## src/hdl/plti_ram.sv

```systemverilog
// Generic single-write, single-read RAM with registered read data.
`timescale 1ns / 1ps

module plti_ram #(
    parameter int WIDTH = 8,
    parameter int DEPTH = 256,
    localparam int ADDR_W = (DEPTH > 1) ? $clog2(DEPTH) : 1
) (
    input  logic              aclk,
    input  logic              we,
    input  logic [ADDR_W-1:0] waddr,
    input  logic [WIDTH-1:0]  wdata,
    input  logic [ADDR_W-1:0] raddr,
    output logic [WIDTH-1:0]  rdata
);

    logic [WIDTH-1:0] mem_reg [DEPTH];
    logic [WIDTH-1:0] rdata_reg;

    always_ff @(posedge aclk) begin
        if (we) begin
            mem_reg[waddr] <= wdata;
        end
        rdata_reg <= mem_reg[raddr];
    end

    assign rdata = rdata_reg;

endmodule

```

## config.mk

```make
export PLATFORM = sky130hd
export DESIGN_NAME = plti_ram
export DESIGN_NICKNAME = d
export VERILOG_FILES = /design/src/hdl/plti_ram.sv
export SDC_FILE = /design/constraint.sdc
export NUM_CORES = 2
export LEC_CHECK = 0
export BUFFER_PORTS_ARGS = -buffer_cell sky130_fd_sc_hd__buf_4
export CAP_MARGIN = 40
export CORE_ASPECT_RATIO = 1.1
export CORE_UTILIZATION = 55
export CTS_CLUSTER_SIZE = 25
export DETAILED_ROUTE_END_ITERATION = 6
export PLACE_DENSITY = 0.75
export SLEW_MARGIN = 10
export SYNTH_ARGS = -nofsm -noshare
export SYNTH_HDL_FRONTEND = slang
export SYNTH_SLANG_ARGS = --single-unit
export TNS_END_PERCENT = 5
```

## constraint.sdc

```tcl
create_clock -name aclk -period 3.1 [get_ports aclk]
set_input_delay 0.465 -clock aclk [delete_from_list [all_inputs] [get_ports aclk]]
set_output_delay 0.465 -clock aclk [all_outputs]
set_load 0.02 [all_outputs]
```

==> flow_summary.yaml <==
outcome:
  status: "finished, final reports clean"
floorplan:
  core_region_area_um2: 144000
  initial_core_util_pct: 55.3
  die_h_um: 401
  io-pin-count: 34
  dieArea_um2: 146000
  die_x_um: 365
  rows: 146
drt:
  first_pass_iters: 5
  dr_total_vias: 41125
  drt-initial-drc-count: 5066
  avgViaCountPerCell: 6.43
  wl_per_cell_um: 30.3
  drc: 0
  wirelength_um: 194000
  ant_nets: 0
grt:
  grt_use_total_pct: 26.9
  grt_max_degree: 110
  grt_pass1_wl_um: 282000
  overflow: 0
  first_global_vias: 41494
  antenna_found_initial: 10
final_layout:
  postLayoutCoreUtil_pct: 64.0
  largest_reg_flops: 2048
  nets: 4336
  layout_commonest_cell: "edfxtp_1"
  seqCellArea_um2: 61700
  multi_input_area_um2: 16500
  final_cells: 6394
  final_cell_mix: "2,048 x edfxtp_1, 552 x buf_4, 454 x mux4_2"
  final_area_um2: 92000
  fill_cells: 9231
  drive_gt1_share_pct: 30.8
  syn_to_final_growth_pct: 15.7
power:
  p_seq_share_pct: 54.2
  p_clk_share_pct: 40.4
  p_int_uw: 44700
  p_leak_uw: 0.0296
  peakVddDrop_mv: 0.553
  cellPowerDensity_nw_per_um2: 616
  switching_share_pct: 21.2
  p_sw_uw: 12000
  comb_power_share_pct: 5.4
clock_network:
  h-tree-depth: 4
  clk_pin_slew_worst_paths_ps: 60
  clk_latency_ps: 830
  cts_sinks: 2056
  root_buffer: "clkbuf_16"
  cts_buffers: 189
  ctsResizeCount: 0
  clock_tree.buffer_depth: 3
  postCtsHoldBufs: 0
  cts_setup_buffers: 0
  cts_tree: "done"
sta:
  fin_crit_ps: 2720
  tightest_slew_ps: 883
  slew_violations: 0
  fin_crit_sh_pct: 87.6
  finalWorstSetupSlack_ps: 383
  setup_viol: 0
  timing.fmax_mhz: 368
  whs_ps: 213
  finalHoldViolCount: 0
  slew-limit-headroom_pct: 40.7
  finClkSkew_ps: 34.1
  rsz0062_at_grt: "no"
synth:
  ys_types: 55
  syn-instance-count: 3733
  synth_ff_type: "edfxtp_1"
  yosysSeqAreaShare_pct: 77.5
  synth_edf_count: 2048
  yosysTopAreaCell: "edfxtp_1"
  yosysWarnings: 0
  yosysTopAreaCellShare_pct: 77.3
  syn_area_um2: 79600
  synth_seq_cells: 2056
  synthTopCellsByArea: "edfxtp_1 77%, mux4_2 13%, mux2i_1 1.7%, nor2_1 1.3%, a22oi_1 1.3%"
  avgSynthCellArea_um2: 21.3
  syn_nets: 3759
  synthArstFlopShare_pct: 0
placed_design:
  dpl-instance-area_um2: 85900
  dp_slack_ps: -426
  dp_hpwl_um: 123000
  dp_cells: 6041
  io_buffers: 33
  gp_congestion: 0.894
worst_setup_path:
  endpoint: "rdata[3]"
  worst_setup_path_end_kind: "flop"
  rr_worst_depth: 8
  arrival_ps: 3450
  start_kind: "flop"
  crit_type: "reg -> reg"
  regToRegEndpoint: "rdata[3]"
  crit_fanout: 1
  startpoint: "mem_reg[82][3]"
  r2r-start: "mem_reg[82][3]"
  reg2reg_slack_ps: 380
  cp.required_ps: 3830
run:
  cap_violations: 0
hold_path:
  hold_class: "in -> reg"
-- Yosys cell counts (27+ instances only) --
library cell / instances
mux4_2: 454
a22oi_1: 133
nor2b_1: 31
mux2i_1: 134
a21oi_1: 96
clkbuf_1: 111
o221ai_1: 46
nand3_1: 34
nor2_1: 282
o22ai_1: 28
nand2_1: 33
edfxtp_1: 2048
buf_4: 27
buf_2: 31
-- layer usage --
metal  global-route usage [%]  routed length, um  vias to the layer above
met2                     43.0              95300                     2485
met4                     10.5               7890                       16
li1                         -                  -                    16832
met5                        0                103                        -
met1                     36.5              69800                    21333
met3                     5.82              20500                      459
-- per-stage QoR --
step	power (uW)	setup TNS [ps]
4_1_cts	56900	0
3_3_place_gp	34200	-3290
2_1_floorplan	32800	0
5_1_grt	58000	0
3_5_place_dp	34300	-2340
6_report	56700	0
-- area by class of cell --
type / count / area share (%)
Timing Repair Buffer: 619 / 5.81
Multi-Input combinational cell: 1442 / 17.9
Clock buffer: 242 / 5.53
Clock inverter: 107 / 1.10
Sequential cell: 2056 / 67.0
Inverter: 2 / 0.00816
Antenna cell: 2 / 0.00544
Tap cell: 1924 / 2.62
-- worst min path at each step --
stage,start,endpoint,slack [ps],depth (start not counted)
2_1_floorplan,wdata[0],mem_reg[0][0],560,0
3_3_place_gp,rdata[5],rdata[5],950,1
3_5_place_dp,rdata[5],rdata[5],940,1
4_1_cts,wdata[0],mem_reg[84][0],200,1
5_1_grt,wdata[0],mem_reg[84][0],230,1
6_report,wdata[0],mem_reg[84][0],210,1
-- power groups by stage --
stage	clock network (uW)	registers (uW)	logic [uW]
after global routing	24100	30700	3190
final	22900	30700	3050
after floorplan	0	31300	1490
after detailed placement	0	31300	3030
after global placement	0	31300	2960
after CTS	23200	30700	3050
-- critical path, cell delays in order (launching register included) --
cell,delay (ps)
edfxtp_1,370
mux4_2,490
a22o_1,280
a221oi_1,240
buf_4,190
o32ai_1,160
nor3_1,590
buf_4,240
nor4_1,50
-- cells by family (layout without fill, tap and decap cells) --
logic type / Yosys count / in the layout / share of synthesized area (%)
AO/OA/AOI/OAI: 385 / 385 / 3.42
buffers and inverters: 235 / 970 / 1.83
flip-flops: 2056 / 2056 / 77.5
multiplexers: 591 / 591 / 14.6
other: 0 / 2 / 0
AND/OR/NAND/NOR: 466 / 466 / 2.63
Note: power is estimated with default switching activity, not from simulation.
