[src/hdl/plti_pkg.sv]
// Shared types, widths and codes for the piecewise-linear table interpolator.
`timescale 1ns / 1ps

package plti_pkg;

    localparam int ENERGY_W      = 24;
    localparam int VALUE_W       = 32;
    localparam int ENTRY_IDX_W   = 8;
    localparam int PROD_W        = VALUE_W + ENERGY_W;
    localparam int DEPTH_DEFAULT = 256;

    localparam int APB_ADDR_W = 3;
    localparam int APB_DATA_W = 32;

    // Register word index, taken from paddr above the byte offset.
    localparam logic REG_LAST_INDEX = 1'b0;

    localparam logic [ENTRY_IDX_W-1:0] LAST_INDEX_RESET = 8'd200;

    localparam logic MODE_LOAD  = 1'b0;
    localparam logic MODE_QUERY = 1'b1;

    typedef struct packed {
        logic                   mode;
        logic [ENTRY_IDX_W-1:0] entry_index;
        logic [ENERGY_W-1:0]    energy;
        logic [VALUE_W-1:0]     value;
    } in_item_t;

    typedef struct packed {
        logic [VALUE_W-1:0] interp_value;
        logic               out_of_range;
    } out_item_t;

    typedef struct packed {
        logic [ENERGY_W-1:0] energy;
        logic [VALUE_W-1:0]  value;
    } entry_t;

    typedef enum logic [3:0] {
        ST_IDLE,
        ST_RD_BND,
        ST_CHK_BND,
        ST_CHK_FIRST,
        ST_SCAN,
        ST_MUL,
        ST_DIV_GO,
        ST_DIV_WAIT,
        ST_EMIT
    } state_t;

endpackage

[src/hdl/plti_div.sv]
// Restoring shift-subtract divider, one quotient bit per cycle.
`timescale 1ns / 1ps

module plti_div
    import plti_pkg::*;
#(
    parameter int NUM_W = PROD_W,
    parameter int DEN_W = ENERGY_W,
    localparam int CNT_W = $clog2(NUM_W + 1)
) (
    input  logic             aclk,
    input  logic             aresetn,
    input  logic             start,
    input  logic [NUM_W-1:0] dividend,
    input  logic [DEN_W-1:0] divisor,
    output logic             done,
    output logic [NUM_W-1:0] quotient
);

    logic [NUM_W-1:0] nq_reg, nq_next;
    logic [DEN_W-1:0] rem_reg, rem_next;
    logic [DEN_W-1:0] den_reg, den_next;
    logic [CNT_W-1:0] cnt_reg, cnt_next;
    logic             busy_reg, busy_next;
    logic             done_reg, done_next;
    logic [DEN_W:0]   trial;
    logic [DEN_W:0]   diff;
    logic             qbit;

    always_comb begin
        trial     = {rem_reg, nq_reg[NUM_W-1]};
        diff      = trial - {1'b0, den_reg};
        qbit      = (trial >= {1'b0, den_reg});
        nq_next   = nq_reg;
        rem_next  = rem_reg;
        den_next  = den_reg;
        cnt_next  = cnt_reg;
        busy_next = busy_reg;
        done_next = 1'b0;
        if (start) begin
            nq_next   = dividend;
            rem_next  = '0;
            den_next  = divisor;
            cnt_next  = CNT_W'(NUM_W);
            busy_next = 1'b1;
        end else if (busy_reg) begin
            rem_next = qbit ? diff[DEN_W-1:0] : trial[DEN_W-1:0];
            nq_next  = {nq_reg[NUM_W-2:0], qbit};
            cnt_next = cnt_reg - 1'b1;
            if (cnt_reg == CNT_W'(1)) begin
                busy_next = 1'b0;
                done_next = 1'b1;
            end
        end
    end

    always_ff @(posedge aclk) begin
        if (!aresetn) begin
            busy_reg <= 1'b0;
            done_reg <= 1'b0;
            cnt_reg  <= '0;
        end else begin
            busy_reg <= busy_next;
            done_reg <= done_next;
            cnt_reg  <= cnt_next;
        end
        nq_reg  <= nq_next;
        rem_reg <= rem_next;
        den_reg <= den_next;
    end

    assign done     = done_reg;
    assign quotient = nq_reg;

endmodule

[config.mk]
export PLATFORM = sky130hd
export DESIGN_NAME = plti_div
export DESIGN_NICKNAME = d
export VERILOG_FILES = /design/src/hdl/plti_pkg.sv /design/src/hdl/plti_div.sv
export SDC_FILE = /design/constraint.sdc
export NUM_CORES = 1
export LEC_CHECK = 0
export BUFFER_PORTS_ARGS = -buffer_cell sky130_fd_sc_hd__buf_2
export CORE_MARGIN = 2
export CORE_UTILIZATION = 54
export DETAILED_ROUTE_END_ITERATION = 12
export PLACE_DENSITY = 0.85
export SLEW_MARGIN = 10
export SYNTH_ARGS = -nofsm -noshare
export SYNTH_HDL_FRONTEND = slang
export SYNTH_SLANG_ARGS = --single-unit
[constraint.sdc]
create_clock -name aclk -period 2.8 [get_ports aclk]
set_input_delay 0.28 -clock aclk [delete_from_list [all_inputs] [get_ports aclk]]
set_output_delay 0.28 -clock aclk [all_outputs]
set_load 0.005 [all_outputs]
==> parameters.txt, run 1 <==
Parameter                              Value

Cells and area
  Synth-to-layout area growth ... 21.2%
  Max FFs per register ... 56
  Fraction of final layout cells with drive strength greater than 1 ... 0.381
  Most frequent standard cell in the layout excluding fill and tap cells ... buf_2
  Leading cell types in the layout, fill and taps excluded ... buf_2 (138), edfxtp_1 (80), mux2_2 (57)
  Total Nets Final ... approximately 800
  N_diodes ... 0
  Non-Filler Instances ... 819

Critical path
  Reg2Reg Capture Point ... rem_reg[9]$_SDFFE_PP0P_
  Reg2Reg Setup Slack ... approximately 85 ps
  Critical-path maximum fanout ... 5
  Slowest cell on crit path ... a311oi_1
  Slowest stage delay, CP ... 390 ps
  Worst endpoint required time ... about 3000 ps
  Number of cells on the worst reg-to-reg path ... 11
  Critical path type ... register to register
  Crit-path cells ... inv_1 -> ha_1 -> nand3_1 -> o21bai_2 -> a21boi_4 -> o21ai_0 -> a31oi_1 -> buf_4 -> o22a_4 -> o311ai_0 -> a311oi_1
  Startpoint kind of the worst setup timing path ... register
  Critical path buffers and inverters ... 2
  FF-to-FF Start ... den_reg[4]$_DFFE_PP_
  Crit. End Element ... register
  Worst EP arrival ... between 2000 and 3000 ps
  Cell family with most CP delay ... compound AO/OA/AOI/OAI gates

STA
  Skew final ... 13.5 ps
  Final Critical Period ... 2710 ps
  Final Hold Viols ... 0
  Max transition margin ... 0.664
  Max Clock Freq ... 368 MHz
  Transition time at the pin with the least slew margin ... 497 ps
  Final setup vio count ... 0
  Count of final max-slew check failures ... 0
  Share of the clock period used by the worst path ... 0.970

Route
  # DRC ... 0
  Detailed-routed wire length on met3 ... 1.15 mm
  Antenna-violating nets left ... 0
  Average routed wire per standard cell ... 16.9 um
  Number of vias after detailed routing ... 4,722
  Detailed-route vias per instance ... 5.77
  Sum of met2 wire segment lengths after detailed routing ... between 6 and 7 mm
  Violation count after the first detailed-routing iteration ... 275
  Number of optimization iterations in the first detailed-route pass ... 4
  Top routing layer used ... met4
  Aggregate routed wire length ... 13.9 mm
  Detailed-route wire length on metal 1 ... between 5 and 6 mm

Clock network
  Clock tree from TritonCTS ... done
  Count of hold-fix buffers inserted at cts ... 0
  Number of buffers on the longest clock path ... 2
  Clock slew at reported path FFs ... 110 ps
  Insertion delay to the later sink of the worst-skew pair ... 380 ps
  CTS buffer count ... 9
  Clock Tree Root ... clkbuf_8
  Clock tree sinks ... 112
  Count of H-tree levels built during CTS ... 3

Power
  Total design power ... 4010 uW
  Combinational share of power ... 0.265
  Part of the total power dissipated in the clock network ... 0.223
  Leak ... 0.00300 uW
  Maximum VDD drop ... 0.584 mV
  Fraction of power consumed by sequential logic ... 0.512
  Power dissipated by switching net loads ... 1200 uW
  Switching share of total power ... 0.299
  Power density of the placed cells ... 557 nW/um^2
  Internal power contribution ... around 2800 uW

Placed design
  Total of buffers placed on input and output ports ... approximately 140
  Detailed-placement wirelength estimate ... 9.59 mm
  # placed instances ... 792
  Routability cong. ... 0.894

Hold path
  Start point of the worst min-delay path ... divisor[2]
  Kind of path behind the tightest hold check ... input port to register
  Hold Path Stages ... 1
  Terminating pin of the worst hold path ... den_reg[2]$_DFFE_PP_

Floorplanning
  Initial standard-cell utilization of the core ... 0.551
  Number of standard-cell rows in the floorplan ... 38
  Chip Height ... 109 um
  Total core area ... 10,800 sq um
  Die area ... 11,900 sq um
  Horizontal extent of the die ... between 100 and 150 um
  Total I/O pin count ... 140

Logic synthesis
  Synthesized cell area ... 5940 sq um
  Synth Flop Type ... edfxtp_1
  Syn nets ... 635
  Synthesized instance count ... about 530
  Total of flip-flops plus latches after synthesis ... roughly 110
  Post-synthesis average cell area ... 11.3 sq um
  Number of synthesized flops with an enable pin ... 80
  Count of different cell masters after synthesis ... 57
  Synth warn ... 0
  Sequential cell area fraction in the yosys report ... 0.512
  Post-synthesis async set-or-reset flop share ... 0

GRT
  Residual overflow from global routing ... 0
  Wire length of the first global-routing pass ... 21.6 mm
  Maximum number of pins on one net before global-route repair ... 57
  Number of antenna violations at the first check in global routing ... 0
  Total track usage ... 0.234
  Via count of the first global-routing pass ... ~4,600

Outcome
  Run status ... complete, no violations

Run
  Max Cap Viol ... 0
[power groups by stage]
stage	logic, uW	clock network [uW]	registers [uW]
after floorplan	651	0	2080
after global placement	931	0	2080
after detailed placement	965	0	2080
after CTS	972	923	2050
after global routing	1170	974	2070
final	1060	895	2060
[cells by family after synthesis]
family                   Yosys count  share of synthesized area
XOR/XNOR                          13                     0.0192
AO/OA/AOI/OAI                    106                      0.129
buffers and inverters             60                     0.0419
AND/OR/NAND/NOR                  137                      0.110
multiplexers                      70                      0.130
flip-flops                       112                      0.512
adder cells (fa/ha/maj)           27                     0.0581
[Yosys cell counts, drive strengths merged (8+ instances only)]
library cell  instances  area (sq um)
xnor2                 9          78.8
nand2b               14          87.6
o21ai                11          55.1
edfxtp               80          2400
a311oi               10          93.8
dfxtp                32           641
mux2i                12           120
a211oi               17           128
nor2                 53           199
mux2                 58           653
o21a                 11          82.6
nand2                25          93.8
inv                  34           128
a21oi                16          80.1
nand3                14          70.1
buf                   8          53.8
a21o                  8          60.1
clkbuf               18          67.6
ha                   26           325
[how the worst max path moves through the flow]
stage                          endpoint  cells past startpoint  slack [ps]                   start
2_1_floorplan  rem_reg[16]$_SDFFE_PP0P_                     11         230  quotient[55]$_DFFE_PP_
3_3_place_gp   rem_reg[22]$_SDFFE_PP0P_                     11         100  quotient[55]$_DFFE_PP_
3_5_place_dp   rem_reg[22]$_SDFFE_PP0P_                     11          20  quotient[55]$_DFFE_PP_
4_1_cts        rem_reg[20]$_SDFFE_PP0P_                     11           8  quotient[55]$_DFFE_PP_
5_1_grt        rem_reg[16]$_SDFFE_PP0P_                     10         -30    den_reg[4]$_DFFE_PP_
6_report        rem_reg[9]$_SDFFE_PP0P_                     11          90    den_reg[4]$_DFFE_PP_
[cell type report]
cell class	instances	area [sq um]
clock buffer	11	131
clock inverter	5	38.8
fill	786	3590
inverter	34	128
multi-input combinational	354	2790
sequential	112	3040
tap	140	175
timing repair buffer	163	903
[metal layers]
metal  track usage  vias up
li1              -     2230
met5             0        -
met1         0.287     2236
met2         0.389      219
met4        0.0751        0
met3        0.0813       37
[worst register-to-register path, cell delays in order (launching register included)]
cell      delay, ps
edfxtp_1        330
inv_1            40
ha_1            370
nand3_1         160
o21bai_2        260
a21boi_4        180
o21ai_0         110
a31oi_1         230
buf_4           160
o22a_4          180
o311ai_0        200
a311oi_1        390
[per-stage QoR]
stage	cell area [sq um]	hold slack (ps)	worst slack, ps	setup TNS (ps)	utilization
final	7200	63.3	85.3	0	0.668
after global routing	7200	34.8	-33.8	-165	0.668
after CTS	7000	41.1	8.15	0	0.649
after detailed placement	6830	458	23.8	0	0.633
after global placement	6830	459	95.1	0	0.633
after floorplan	5940	379	228	0	-
[timing repair]
action                     in CTS  in global routing
cloned                          0                  1
pin swaps                       0                 10
gates resized for setup         1                 27
setup buffers                   0                 10
setup endpoints to repair       1                 25
Power figures use the tool's default switching activity.
==> run 2: changes to the inputs <==
--- a/config.mk
+++ b/config.mk
@@ -6,8 +6,12 @@
 export NUM_CORES = 1
 export LEC_CHECK = 0
 export BUFFER_PORTS_ARGS = -buffer_cell sky130_fd_sc_hd__buf_2
+export CELL_PAD_IN_SITES_DETAIL_PLACEMENT = 1
+export CELL_PAD_IN_SITES_GLOBAL_PLACEMENT = 1
 export CORE_MARGIN = 2
-export CORE_UTILIZATION = 54
+export CORE_UTILIZATION = 42
+export CTS_CLUSTER_DIAMETER = 200
+export CTS_CLUSTER_SIZE = 30
 export DETAILED_ROUTE_END_ITERATION = 12
 export PLACE_DENSITY = 0.85
 export SLEW_MARGIN = 10
==> parameters.txt, run 2 (synthesis results as in run 1) <==
Parameter                              Value

Clock network
  Clock tree from TritonCTS ... done
  Number of buffers on the longest clock path ... 2
  Clock tree sinks ... 112
  Clock slew at reported path FFs ... roughly 90 ps
  Insertion delay to the later sink of the worst-skew pair ... 370 ps
  # Post-CTS Setup Buffers ... 0
  CTS buffer count ... 9
  Count of H-tree levels built during CTS ... 3
  Clock Tree Root ... clkbuf_16

STA
  Final Hold Viols ... 0
  Transition time at the pin with the least slew margin ... 543 ps
  Unrepaired setup endpoints after global routing ... true
  Share of the clock period used by the worst path ... 0.966
  Max transition margin ... 0.638
  Skew final ... around 17 ps
  Final setup vio count ... 0
  Count of final max-slew check failures ... 0
  Max Clock Freq ... 370 MHz
  Final Critical Period ... 2700 ps
  Hold Slack ... 83.3 ps

Critical path
  Critical path launch point ... den_reg[9]$_DFFE_PP_
  Slowest stage delay, CP ... 460 ps
  FF-to-FF Start ... den_reg[9]$_DFFE_PP_
  Slowest cell on crit path ... or3b_2
  Crit. End Element ... register
  Critical path type ... register to register
  Critical-path maximum fanout ... 6
  Critical path buffers and inverters ... 2
  Startpoint kind of the worst setup timing path ... register
  Cell family with most CP delay ... compound AO/OA/AOI/OAI gates
  Worst EP arrival ... 2920 ps
  Worst endpoint required time ... roughly 3000 ps
  Crit-path cells ... inv_1 -> ha_1 -> buf_4 -> a21oi_1 -> a21oi_1 -> nor3_2 -> a211oi_2 -> or3b_2 -> a211o_1 -> nand3_1 -> a311oi_1
  Most common cell on crit path ... a21oi_1

Route
  Aggregate routed wire length ... roughly 16 mm
  Antenna-violating nets left ... 0
  Number of vias after detailed routing ... around 4,700
  Detailed-route vias per instance ... 5.46
  # DRC ... 0
  Average routed wire per standard cell ... 18.9 um
  Violation count after the first detailed-routing iteration ... 211
  Number of optimization iterations in the first detailed-route pass ... 4

Floorplanning
  Total core area ... 13,800 sq um
  Chip Height ... 123 um
  Horizontal extent of the die ... 123 um
  Number of standard-cell rows in the floorplan ... 43
  Die area ... 15,100 sq um
  Total I/O pin count ... between 100 and 150
  Initial standard-cell utilization of the core ... 0.430

Run
  Max Cap Viol ... 0

GRT
  Wire length of the first global-routing pass ... 25.6 mm
  Residual overflow from global routing ... 0
  Total track usage ... 0.220
  Maximum number of pins on one net before global-route repair ... 60
  Number of antenna violations at the first check in global routing ... 0
  Via count of the first global-routing pass ... 5,041

Power
  Total design power ... 4480 uW
  Power density of the placed cells ... 612 nW/um^2
  Maximum VDD drop ... around 0.40 mV
  Leak ... about 0.003 uW

Cells and area
  Fraction of final layout cells with drive strength greater than 1 ... 0.370
  Total Nets Final ... just under 800
  N_diodes ... 0
  Synth-to-layout area growth ... 23.1%
  Max FFs per register ... 56
  Most frequent standard cell in the layout excluding fill and tap cells ... buf_2
  Leading cell types in the layout, fill and taps excluded ... buf_2 (138), edfxtp_1 (80), mux2_2 (57)
  Utilization after layout ... 0.529
  Non-Filler Instances ... 856

Outcome
  Run status ... complete, no violations

Placed design
  Routability cong. ... between 0.8 and 0.9
  Total of buffers placed on input and output ports ... 139
  Detailed-placement wirelength estimate ... 11.9 mm
  # placed instances ... 840

Hold path
  Start point of the worst min-delay path ... divisor[15]
  Kind of path behind the tightest hold check ... input port to register
[run 2: cell count changes in the layout (fill, tap and decap cells not counted), moves of 2 or more]
| cell | before | now |
|---|---|---|
| inv_8 | 0 | 4 |
| clkinv_8 | 0 | 2 |
| buf_6 | 0 | 2 |
| ha_4 | 4 | 1 |
| ha_1 | 20 | 24 |
| buf_4 | 23 | 19 |
| clkbuf_8 | 9 | 0 |
| o21bai_2 | 3 | 1 |
| inv_6 | 2 | 0 |
| clkbuf_16 | 0 | 9 |
| clkbuf_1 | 2 | 0 |
[run 2: repair_timing]
item,4_1_cts,5_1_grt
endpoints found under the setup margin,3,18
pin swaps,0,4
hold buffers,0,0
gates resized for setup,3,15
[run 2: worst paths after layout]
| kind | cells past startpoint | slack, ps | endpoint |
|---|---|---|---|
| worst max-delay path | 11 | 100 | rem_reg[20]$_SDFFE_PP0P_ |
| worst min-delay path | 1 | 80 | den_reg[15]$_DFFE_PP_ |
| worst max register to register | 11 | 100 | rem_reg[20]$_SDFFE_PP0P_ |
| worst min register to register | 2 | 510 | rem_reg[3]$_SDFFE_PP0P_ |
[run 2: routing by layer]
layer | routed length (um) | part of all wire | global-route usage
met5 | 0 | 0 | 0
met4 | 252 | 0.016 | 0.0646
met3 | 1100 | 0.068 | 0.0710
met2 | 8200 | 0.51 | 0.381
met1 | 6650 | 0.41 | 0.261
[run 2: layout make-up]
cell class | instances | area (sq um)
sequential | 112 | 3040
clock inverter | 7 | 82.6
timing repair buffer | 161 | 896
tap | 180 | 225
fill | 1530 | 6510
clock buffer | 9 | 225
multi-input combinational | 353 | 2720
inverter | 34 | 128
[run 2: per-stage QoR]
stage	TNS [ps]	cell area [sq um]	setup WS (ps)
2_1_floorplan	0	5940	228
3_3_place_gp	0	6940	86.3
3_5_place_dp	-4.25	6940	-4.25
4_1_cts	0	7260	21.7
5_1_grt	-20.8	7320	-20.8
6_report	0	7320	95.2
[run 2: power breakdown]
| part | total [uW] | switching (uW) | internal [uW] | leakage, uW |
|---|---|---|---|---|
| registers | 2060 | 97.6 | 1960 | 0.00106 |
| logic | 1080 | 572 | 511 | 0.00185 |
| clock network | 1330 | 689 | 645 | 0.000153 |
[run 2: worst reg2reg max path, cell delays in order, from the launching register on]
cell	delay [ps]
edfxtp_1	370
inv_1	70
ha_1	230
buf_4	170
a21oi_1	200
a21oi_1	140
nor3_2	300
a211oi_2	140
or3b_2	460
a211o_1	310
nand3_1	90
a311oi_1	90
==> run 3: changes to the inputs <==
--- a/config.mk
+++ b/config.mk
@@ -8,12 +8,13 @@
 export BUFFER_PORTS_ARGS = -buffer_cell sky130_fd_sc_hd__buf_2
 export CELL_PAD_IN_SITES_DETAIL_PLACEMENT = 1
 export CELL_PAD_IN_SITES_GLOBAL_PLACEMENT = 1
-export CORE_MARGIN = 2
-export CORE_UTILIZATION = 42
+export CORE_MARGIN = 4
+export CORE_UTILIZATION = 44
+export CTS_BUF_LIST = sky130_fd_sc_hd__clkbuf_4 sky130_fd_sc_hd__clkbuf_8
 export CTS_CLUSTER_DIAMETER = 200
 export CTS_CLUSTER_SIZE = 30
 export DETAILED_ROUTE_END_ITERATION = 12
-export PLACE_DENSITY = 0.85
+export PLACE_DENSITY = 0.88
 export SLEW_MARGIN = 10
 export SYNTH_ARGS = -nofsm -noshare
 export SYNTH_HDL_FRONTEND = slang
==> parameters.txt, run 3 (synthesis results as in run 1) <==
Parameter                              Value

Clock network
  Clock slew at reported path FFs ... 110 ps
  Clock tree from TritonCTS ... done
  CTS buffer count ... 9
  Clock Tree Root ... clkbuf_8
  Insertion delay to the later sink of the worst-skew pair ... between 300 and 400 ps
  Number of buffers on the longest clock path ... 2
  Count of H-tree levels built during CTS ... 3
  Clock tree sinks ... 112

GRT
  Maximum number of pins on one net before global-route repair ... 61
  Total track usage ... 0.209
  Wire length of the first global-routing pass ... 26.2 mm
  Residual overflow from global routing ... 0
  Via count of the first global-routing pass ... 5,119
  Number of antenna violations at the first check in global routing ... 1

STA
  Final Hold Viols ... 0
  Count of final max-slew check failures ... 0
  Max transition margin ... 0.500
  Final setup vio count ... 0
  Max Clock Freq ... between 300 and 400 MHz
  Skew final ... 11.5 ps
  Transition time at the pin with the least slew margin ... 750 ps
  Share of the clock period used by the worst path ... 0.980
  Final Critical Period ... 2740 ps

Cells and area
  Non-Filler Instances ... roughly 860
  N_diodes ... 0
  Utilization after layout ... 0.552
  Area taken by multi-input logic gates ... between 2000 and 3000 sq um
  Fraction of final layout cells with drive strength greater than 1 ... 0.391
  Leading cell types in the layout, fill and taps excluded ... buf_2 (139), edfxtp_1 (80), mux2_2 (57)
  Flip-flop and latch area ... 3040 sq um
  Synth-to-layout area growth ... 23.1%
  Max FFs per register ... 56
  Total Nets Final ... 788
  Most frequent standard cell in the layout excluding fill and tap cells ... buf_2
  Filler instances ... between 1,000 and 1,500
  Post-route cell area ... 7320 sq um

Route
  Number of optimization iterations in the first detailed-route pass ... 4
  Number of vias after detailed routing ... 4,722
  Detailed-route vias per instance ... 5.50
  Antenna-violating nets left ... 0
  # DRC ... 0
  Aggregate routed wire length ... 16.8 mm
  Average routed wire per standard cell ... 19.6 um
  Violation count after the first detailed-routing iteration ... roughly 210

Placed design
  # placed instances ... 832
  Area post-placement ... 6890 sq um
  Detailed-placement wirelength estimate ... 12.3 mm
  Total of buffers placed on input and output ports ... between 100 and 150
  Routability cong. ... about 0.86

Critical path
  Startpoint kind of the worst setup timing path ... register
  Reg2Reg Capture Point ... rem_reg[1]$_SDFFE_PP0P_
  Capture point of the critical path ... rem_reg[1]$_SDFFE_PP0P_
  Worst EP arrival ... around 3100 ps
  Critical path launch point ... den_reg[18]$_DFFE_PP_
  Reg2Reg Setup Slack ... 60 ps
  Critical path type ... register to register
  Crit. End Element ... register
  FF-to-FF Start ... den_reg[18]$_DFFE_PP_
  Critical-path maximum fanout ... 6
  Number of cells on the worst reg-to-reg path ... 9
  Worst endpoint required time ... 3100 ps

Run
  Max Cap Viol ... 0

Floorplanning
  Number of standard-cell rows in the floorplan ... 42
  Die area ... 15,400 sq um
  Total core area ... 13,200 sq um
  Horizontal extent of the die ... 124 um
  Chip Height ... ~120 um
  Initial standard-cell utilization of the core ... 0.449
  Total I/O pin count ... 140

Hold path
  Kind of path behind the tightest hold check ... input port to register

Outcome
  Run status ... complete, no violations

Power
  Total design power ... 4220 uW
  Power density of the placed cells ... 577 nW/um^2
  Leak ... 0.00305 uW
  Maximum VDD drop ... 0.493 mV
-- run 3: changes by cell type in the layout (fill, tap and decap cells not counted), sizes merged --
cell	change
buf	+7
bufinv	+1
inv	-1
-- run 3: metal layers --
metal | wire length [um] | track usage | share of wire
met1 | 6440 | 0.231 | 0.38
met2 | 8760 | 0.373 | 0.52
met3 | 1340 | 0.0855 | 0.080
met4 | 247 | 0.0496 | 0.015
met5 | 12 | 0 | 0.00071
-- run 3: cell type report --
cell class                 count  share of cell area
multi-input combinational    353               0.381
inverter                      34              0.0174
clock buffer                   9              0.0169
tap                          176              0.0301
clock inverter                 7              0.0118
timing repair buffer         168               0.127
sequential                   112               0.416
-- run 3: report_power, final --
part | switching, uW | internal, uW | leakage [uW]
combinational | 576 | 535 | 0.00188
clock | 610 | 435 | 0.000109
sequential | 104 | 1960 | 0.00106
-- run 3: worst min-delay path by stage --
stage,startpoint,endpoint,slack (ps),cells after the start
floorplan,divisor[0],den_reg[0]$_DFFE_PP_,380,0
global placement,divisor[4],den_reg[4]$_DFFE_PP_,460,1
detailed placement,divisor[23],den_reg[23]$_DFFE_PP_,460,1
CTS,divisor[18],den_reg[18]$_DFFE_PP_,40,1
global route,divisor[18],den_reg[18]$_DFFE_PP_,20,1
finish,divisor[20],den_reg[20]$_DFFE_PP_,50,1
-- run 3: critical path, cell delays in order (launching register included) --
cell	delay (ps)
edfxtp_1	340
inv_1	40
ha_1	370
nand2_1	190
nor4_1	540
a311o_1	260
o22a_2	170
buf_2	190
mux2_2	350
o31ai_1	200
-- run 3: timing repair --
| action | CTS | global route |
|---|---|---|
| setup buffers | 1 | 10 |
| setup endpoints to repair | 15 | 24 |
| resized for setup | 6 | 22 |
| hold buffers | 0 | 0 |
| pin swaps | 2 | 8 |
| endpoints found under the hold margin | 0 | 0 |
-- run 3: stage by stage --
| step | hold slack, ps | setup slack (ps) | TNS, ps |
|---|---|---|---|
| after floorplan | 379 | 228 | 0 |
| after global placement | 458 | 9.99 | 0 |
| after detailed placement | 459 | -171 | -338 |
| after CTS | 36.1 | 22.8 | 0 |
| after global routing | 21.5 | -67.9 | -419 |
| final | 53.0 | 55.6 | 0 |
